`src/hdl/fips_pkg.sv`:
```
// ============================================================================
// fips_pkg
// Shared widths, register and sector codes, sine table builder and the word
// types passed between the stages of the inverse Park / SVPWM core.
// ============================================================================
package fips_pkg;

    localparam int ANGLE_W   = 12;
    localparam int VOLT_W    = 16;
    localparam int TRIG_W    = 17;   // signed Q1.15, +-1.0 inclusive
    localparam int MAG_W     = 16;   // unsigned table entry, 0..32768
    localparam int ROM_DEPTH = 1025; // quarter wave plus the end point
    localparam int ROM_AW    = 11;
    localparam int PP_W      = 6;
    localparam int PROD_W    = 33;
    localparam int AL_W      = 18;
    localparam int A3_W      = 20;
    localparam int SP_W      = 36;
    localparam int NUM_W     = 40;
    localparam int MAGN_W    = 39;
    localparam int LO_W      = 20;
    localparam int DIVD_W    = 37;
    localparam int QUO_W     = 17;
    localparam int REM_W     = 33;
    localparam int CMP_W     = 16;
    localparam int CODE_W    = 3;
    localparam int LANES     = 3;
    localparam int CFG_AW    = 2;
    localparam int CFG_DW    = 16;
    localparam int IN_W      = 48;
    localparam int OUT_W     = 64;

    localparam logic [CFG_AW-1:0] CFG_ENC_ZERO   = 2'd0;
    localparam logic [CFG_AW-1:0] CFG_POLE_PAIRS = 2'd1;
    localparam logic [CFG_AW-1:0] CFG_SUPPLY     = 2'd2;
    localparam logic [CFG_AW-1:0] CFG_PERIOD     = 2'd3;

    localparam logic [11:0] ENC_ZERO_RST   = 12'd0;
    localparam logic [5:0]  POLE_PAIRS_RST = 6'd7;
    localparam logic [15:0] SUPPLY_RST     = 16'd3072;
    localparam logic [15:0] PERIOD_RST     = 16'd1800;

    localparam logic [CODE_W-1:0] SEC1 = 3'd1;
    localparam logic [CODE_W-1:0] SEC2 = 3'd2;
    localparam logic [CODE_W-1:0] SEC3 = 3'd3;
    localparam logic [CODE_W-1:0] SEC4 = 3'd4;
    localparam logic [CODE_W-1:0] SEC5 = 3'd5;
    localparam logic [CODE_W-1:0] SEC6 = 3'd6;

    localparam longint unsigned HALF_PI_Q30 = 64'd1686629713;
    localparam logic signed [17:0] SQRT3_Q16 = 18'sd113512;

    typedef logic [MAG_W-1:0] sine_rom_t [0:ROM_DEPTH-1];

    // Q30 Taylor series, eight correction terms, rounded to Q1.15
    function automatic logic [MAG_W-1:0] sine_entry(input int unsigned idx);
        longint unsigned x;
        longint unsigned x2;
        longint unsigned term;
        longint          sum;
        longint          v;
        x    = (64'(idx) * HALF_PI_Q30) >> 10;
        x2   = (x * x) >> 30;
        term = x;
        sum  = longint'(x);
        for (int k = 1; k <= 8; k++) begin
            term = (term * x2) >> 30;
            case (k)
                1: term = term / 6;
                2: term = term / 20;
                3: term = term / 42;
                4: term = term / 72;
                5: term = term / 110;
                6: term = term / 156;
                7: term = term / 210;
                default: term = term / 272;
            endcase
            if ((k % 2) == 1) sum = sum - longint'(term);
            else              sum = sum + longint'(term);
        end
        if (sum < 0) sum = 0;
        v = (sum + 64'sd16384) >>> 15;
        if (v > 64'sd32768) v = 64'sd32768;
        return v[MAG_W-1:0];
    endfunction

    function automatic sine_rom_t build_sine_rom();
        sine_rom_t rom;
        for (int i = 0; i < ROM_DEPTH; i++) begin
            rom[i] = sine_entry(i);
        end
        return rom;
    endfunction

    typedef struct packed {
        logic [ANGLE_W-1:0]       elec;
        logic signed [VOLT_W-1:0] vd;
        logic signed [VOLT_W-1:0] vq;
        logic signed [TRIG_W-1:0] sin_v;
        logic signed [TRIG_W-1:0] cos_v;
    } trig_word_t;

    typedef struct packed {
        logic [ANGLE_W-1:0]     elec;
        logic signed [AL_W-1:0] bt;
        logic signed [A3_W-1:0] a3;
        logic signed [SP_W-1:0] sa;
        logic signed [SP_W-1:0] sb;
    } park_word_t;

    typedef struct packed {
        logic [ANGLE_W-1:0]             elec;
        logic [CODE_W-1:0]              code;
        logic [LANES-1:0]               neg;
        logic [LANES-1:0][DIVD_W-1:0]   num;
    } div_in_t;

    typedef struct packed {
        logic [ANGLE_W-1:0]             elec;
        logic [CODE_W-1:0]              code;
        logic [LANES-1:0]               neg;
        logic [LANES-1:0]               ovf;
        logic [LANES-1:0][REM_W-1:0]    rem;
        logic [LANES-1:0][QUO_W-1:0]    quo;
    } div_word_t;

endpackage

```
`src/hdl/fips_park.sv`:
```
// ============================================================================
// fips_park
// Inverse Park transform with round-half-up, then the sqrt(3) products.
// ============================================================================
module fips_park (
    input  logic                  aclk,
    input  logic                  aresetn,
    input  logic                  en,
    input  logic                  in_valid,
    input  fips_pkg::trig_word_t  in_word,
    output logic                  out_valid,
    output fips_pkg::park_word_t  out_word
);
    import fips_pkg::*;

    logic [2:0] v_reg;

    // stage 1: four products
    logic signed [PROD_W-1:0] cvd1_reg, svq1_reg, svd1_reg, cvq1_reg;
    logic [ANGLE_W-1:0]       elec1_reg;

    // stage 2: alpha / beta
    logic signed [PROD_W:0]   sum_a, sum_b;
    logic signed [AL_W-1:0]   al2_reg, bt2_reg;
    logic [ANGLE_W-1:0]       elec2_reg;

    assign sum_a = 34'(cvd1_reg) - 34'(svq1_reg) + 34'sd16384;
    assign sum_b = 34'(svd1_reg) + 34'(cvq1_reg) + 34'sd16384;

    // stage 3: sqrt(3) products and 3*alpha
    park_word_t word_next, word3_reg;

    always_comb begin
        word_next.elec = elec2_reg;
        word_next.bt   = bt2_reg;
        word_next.a3   = (A3_W'(al2_reg) <<< 1) + A3_W'(al2_reg);
        word_next.sa   = SP_W'(SQRT3_Q16) * SP_W'(al2_reg);
        word_next.sb   = SP_W'(SQRT3_Q16) * SP_W'(bt2_reg);
    end

    always_ff @(posedge aclk) begin
        if (!aresetn) begin
            v_reg <= '0;
        end else if (en) begin
            v_reg <= {v_reg[1:0], in_valid};
        end
    end

    always_ff @(posedge aclk) begin
        if (en) begin
            cvd1_reg  <= PROD_W'(in_word.cos_v) * PROD_W'(in_word.vd);
            svq1_reg  <= PROD_W'(in_word.sin_v) * PROD_W'(in_word.vq);
            svd1_reg  <= PROD_W'(in_word.sin_v) * PROD_W'(in_word.vd);
            cvq1_reg  <= PROD_W'(in_word.cos_v) * PROD_W'(in_word.vq);
            elec1_reg <= in_word.elec;
            al2_reg   <= AL_W'(sum_a >>> 15);
            bt2_reg   <= AL_W'(sum_b >>> 15);
            elec2_reg <= elec1_reg;
            word3_reg <= word_next;
        end
    end

    assign out_valid = v_reg[2];
    assign out_word  = word3_reg;

endmodule

```
`config.mk`:
```
export PLATFORM = sky130hd
export DESIGN_NAME = fips_park
export DESIGN_NICKNAME = d
export VERILOG_FILES = /design/src/hdl/fips_pkg.sv /design/src/hdl/fips_park.sv
export SDC_FILE = /design/constraint.sdc
export NUM_CORES = 2
export LEC_CHECK = 0
export ABC_AREA = 0
export BUFFER_PORTS_ARGS = -buffer_cell sky130_fd_sc_hd__buf_2
export CAP_MARGIN = 20
export CELL_PAD_IN_SITES_DETAIL_PLACEMENT = 1
export CELL_PAD_IN_SITES_GLOBAL_PLACEMENT = 1
export CORE_UTILIZATION = 42
export DETAILED_ROUTE_END_ITERATION = 16
export PLACE_DENSITY_LB_ADDON = 0.1
export RECOVER_POWER = 100
export SLEW_MARGIN = 20
export SYNTH_ARGS = -nofsm -noshare
export SYNTH_HDL_FRONTEND = slang
export SYNTH_SLANG_ARGS = --single-unit
```
`constraint.sdc`:
```
create_clock -name aclk -period 10.4 [get_ports aclk]
set_input_delay 2.08 -clock aclk [delete_from_list [all_inputs] [get_ports aclk]]
set_output_delay 2.08 -clock aclk [all_outputs]
set_load 0.02 [all_outputs]
```
# [After elaboration in Yosys (flattened, before gate mapping)]
# Index checks and enable logic that the tools add are counted.
[classes] addsub=5 multipliers=6 n_div=0 order_cmp=0 eq_ne=0 shift=0 n_mux=0 bitwise=0 reduce_logical=0
[op_table] op="$mul 17x16->33" n=4
[op_table] op="$add 33x16->33 const B" n=2
[op_table] op="$mul 15x18->33 const A" n=2
[op_table] op="$add 33x33->33" n=1
[op_table] op="$sub 33x33->33" n=1
[op_table] op="$add 19x18->20" n=1
[totals] regBits=311 latchBits=0 ramBits=0 rom_bits=0 output_inout_bits=123 wordCells=25 memories=0

# [Longest topological paths before layout]
[logic_depth] ltp_word=2 ltp_mapped=25 depth_no_buf=24

# [Worst setup path after synthesis]
# Ideal clock, no wire load.
[synth_timing] path_type="input -> register" startpoint="input in_word[42] (netlist bit)" endpoint="register cvq1_reg[31], data pin" setup_time_ps=262 arrival_time_ps=7763 required_time_ps=10138 setup_slack_ps=2376 stages=24 n_path_buf=2 cell_sequence="clkbuf_1 -> clkbuf_1 -> nand2_1 -> fa_1 -> inv_1 -> fa_1 -> inv_1 -> fa_1 -> inv_1 -> fa_1 -> fa_1 -> inv_1 -> fa_1 -> inv_1 -> ha_1 -> a21o_1 -> a21o_1 -> a21o_1 -> o31a_1 -> a31oi_2 -> nor2_1 -> a2111oi_4 -> o21ai_1 -> xor2_1"
[synth_between] elab_chain_len=1
[synth_rtl] element="from (decl)" line="fips_park.sv:10" source="input fips_pkg::trig_word_t in_word,"
[synth_rtl] element="$mul 17x16->33" line="fips_park.sv:54" source="cvq1_reg <= PROD_W'(in_word.cos_v) * PROD_W'(in_word.vq);"
[synth_rtl] element="to (signal assigned)" line="fips_park.sv:54"
[synth_rtl] element="to (decl)" line="fips_park.sv:19" source="logic signed [PROD_W-1:0] cvd1_reg, svq1_reg, svd1_reg, cvq1_reg;"
# Every way passes these cells.
# A chain may end at the register's enable or synchronous reset.

# [Final worst setup path]
[layout_timing] startpoint="input in_word[0] (netlist bit)" endpoint="register cvq1_reg[31], data pin"
# Same word-level chain as after synthesis.

==> results by group <==
Global route
  • Initial antenna violation count: 17
  • Grt ovf: 0
  • First-pass GRT wire length: ~280 mm
  • Largest net degree at the start of global routing: ~140
  • Vias in the first global route: about 50000
  • Total Routing Usage GR: around 23%

Timing
  • Fmax: 110.6 MHz
  • Final Setup Violations: 0
  • Clock period minus worst slack: ~9 ns
  • RSZ-0062 raised after global routing: no
  • Setup_tns: 0 ns
  • Final Hold Viols: 0
  • Worst Tran Pin Value: 5.313 ns
  • Worst rel slew slack: -254.2%
  • Final Skew: 0.04106 ns
  • Max-slew violation count: between 200 and 300
  • Fin crit share: slightly below 90%
  • Worst setup slack after layout: between 1 and 1.5 ns

Route
  • Drt total wl: 177.2 mm
  • Routed vias/inst: 5.031
  • DRT Pass-1 Iters: 5
  • DRC viols: 0
  • DR WL/cell: just over 20 um
  • Detailed-route via count: 44170
  • Post-DRT Antenna Nets: 0
  • 1st-iter DRT viols: ~1900

Die
  • Starting density of the core: 42.34%
  • Die height: about 400 um
  • CORE AREA: ~160000 sq um
  • Total I/O pin count: slightly above 200
  • Row count: around 150
  • Chip width: 399.1 um
  • Total die area: between 150000 and 200000 sq um

Yosys
  • Netlist Area Pre-Place: 66220 sq um
  • Post-Synthesis Cells: approximately 6600
  • Seq/Total Area, Yosys: about 14%
  • Number of library cell types mapped by synthesis: 78
  • Yosys reg bits: slightly above 300
  • Async SR Flop Fraction: 0%
  • Yosys warnings: 0
  • EDFF count, synth: 305
  • Avg Inst Size Synth: between 10 and 15 sq um
  • Top FF cell, synth: edfxtp_1

CTS
  • Max H-tree Level: 2
  • Clk sinks: 308
  • Clk_lat worst skew: 0.61 ns
  • CTS tree: done
  • Post-cts sizing count: 0
  • CTS Hold Bufs: 0
  • Worst-path clk slew: ~0.06 ns
  • Root Buffer: clkbuf_16
  • Setup Buffers After CTS: 0
  • Max clock buf depth: 3
  • CTS Buf Count: 43

Setup path
  • Worst-path cell chain: clkbuf_1, clkbuf_1, and2_0, fa_1, inv_1, fa_1, inv_1, ha_1, fa_1, ha_1, inv_1, fa_1, inv_1, ha_1, a21oi_1, o21ai_0, a311oi_1, a21oi_1, a31oi_1, nor2_1, a2111oi_4, o21ai_0, xor2_1
  • CP startpoint: in_word[0]
  • RR Startpoint: bt2_reg[17]$_DFFE_PP_
  • Critical Path End Type: flip-flop
  • RR Endpoint: out_word[35]$_DFFE_PP_
  • CP endpoint: cvq1_reg[31]$_DFFE_PP_
  • Worst Path Required: between 10 and 15 ns
  • Slowest stage delay, CP: around 1.3 ns
  • CP arrival: roughly 9.4 ns
  • FF-to-FF path depth: 21
  • Setup CP Type: in2reg
  • Register-to-register setup slack: around 2.7 ns
  • WP depth: 23
  • CP Launch Type: input pin
  • Crit-path leading delay family: adder cells
  • Buffers & Inverters on Critical Path: 6
  • Slowest-stage cell, CP: clkbuf_1
  • Max FO, Critical Path: 30

Outcome
  • Status: finished, violations left
  • Failing checks: capacitance limit, slew limit

Layout
  • P&R area growth vs syn: 6.450%
  • Largest register FFs: ~110
  • Nets: just under 9000
  • Share of layout cells above drive strength 1: between 3 and 4%

Worst hold path
  • Hold/Removal Path Class: reg2reg
  • Hold path cells: 0

Place
  • DP Wirelength: 147.3 mm
  • Place WS: ~1.4 ns
  • Routability congestion estimate from global placement: roughly 0.83
  • Port bufs: 198

Run
  • Maxcap violations: 6
layout by cell type, fill, tap and decap left out, drive strengths merged, types with 148 or more instances in the layout:
cell / count
ha: 674
nand2: 581
edfxtp: 305
inv: 1725
and2: 535
clkbuf: 179
fa: 1393
xnor2: 180
nor2: 178
a21oi: 148
final cells by class:
class / instances / area, sq um
fill: 17590 / 85890
multi-input combinational: 4372 / 49650
sequential: 308 / 9219
inverter: 1723 / 6467
tap: 2058 / 2575
clock buffer: 53 / 1135
timing repair buffer: 233 / 1097
clock inverter: 27 / 337.8
antenna: 5 / 12.51
kinds of logic (layout without fill, tap and decap cells):
| logic type | count (synthesis) | in the layout | share of synthesized area, % |
|---|---|---|---|
| simple gates | 1491 | 1491 | 11.14 |
| flops | 308 | 308 | 13.92 |
| compound gates | 558 | 558 | 5.744 |
| buf+inv | 1936 | 2036 | 11.02 |
| xor+xnor | 244 | 244 | 3.227 |
| mux | 6 | 6 | 0.09069 |
| other cells | 1 | 11 | 0.005663 |
| fa+ha+maj | 2067 | 2067 | 54.85 |
Yosys cell counts (34+ instances only):
library cell	n	share of area (%)
inv_1	1722	9.8
fa_1	1393	42
ha_1	674	13
nand2_1	580	3.3
and2_1	534	5.0
edfxtp_1	305	14
clkbuf_1	200	1.1
xnor2_1	180	2.4
nor2_1	178	1.0
a21oi_1	147	1.1
a21o_1	91	1.0
o21ai_0	88	0.67
xor2_1	64	0.85
nand2b_1	39	0.37
nor3_1	34	0.26
worst min path at each step:
stage	startpoint	to	slack, ns
after global placement	elec1_reg[6]$_DFFE_PP_	elec2_reg[6]$_DFFE_PP_	0.40
after floorplan	elec1_reg[0]$_DFFE_PP_	elec2_reg[0]$_DFFE_PP_	0.40
after CTS	elec2_reg[0]$_DFFE_PP_	out_word[110]$_DFFE_PP_	0.41
after global routing	elec1_reg[5]$_DFFE_PP_	elec2_reg[5]$_DFFE_PP_	0.42
final	elec2_reg[0]$_DFFE_PP_	out_word[110]$_DFFE_PP_	0.41
after detailed placement	elec1_reg[0]$_DFFE_PP_	elec2_reg[0]$_DFFE_PP_	0.41
worst reg2reg max path, cell delays in order, from the launching register on:
cell and delay (ns):
edfxtp_1 0.32, clkbuf_1 1.03, ha_1 0.50, inv_1 0.11, fa_1 0.44, fa_1 0.54
inv_1 0.05, fa_1 0.35, inv_1 0.08, fa_1 0.44, fa_1 0.50, inv_1 0.05
ha_1 0.34, a21oi_1 0.28, nor3b_1 0.35, a31o_2 0.25, nand2_1 0.06, o31a_1 0.34
and4_1 0.26, a2111oi_0 0.82, a21oi_1 0.20, xnor2_1 0.16
per-stage QoR:
step	utilization (%)	cell area (sq um)	hold WS, ns	cells
final	45.08	70490	0.4096	8779
after global routing	45.07	70490	0.4218	8776
after CTS	45.23	70730	0.4127	8774
after detailed placement	44.29	69260	0.4052	8694
after global placement	44.29	69260	0.4001	8694
after floorplan	-	66240	0.4003	6616
routing by layer:
layer,track usage (%),wire length [um]
met1,31.20,79550
met2,40.12,87670
met3,2.130,5194
met5,0,46
met4,6.046,4720
Power is not shown: default switching activity piles up to over one toggle a cycle in this logic, so the estimate is an artifact.
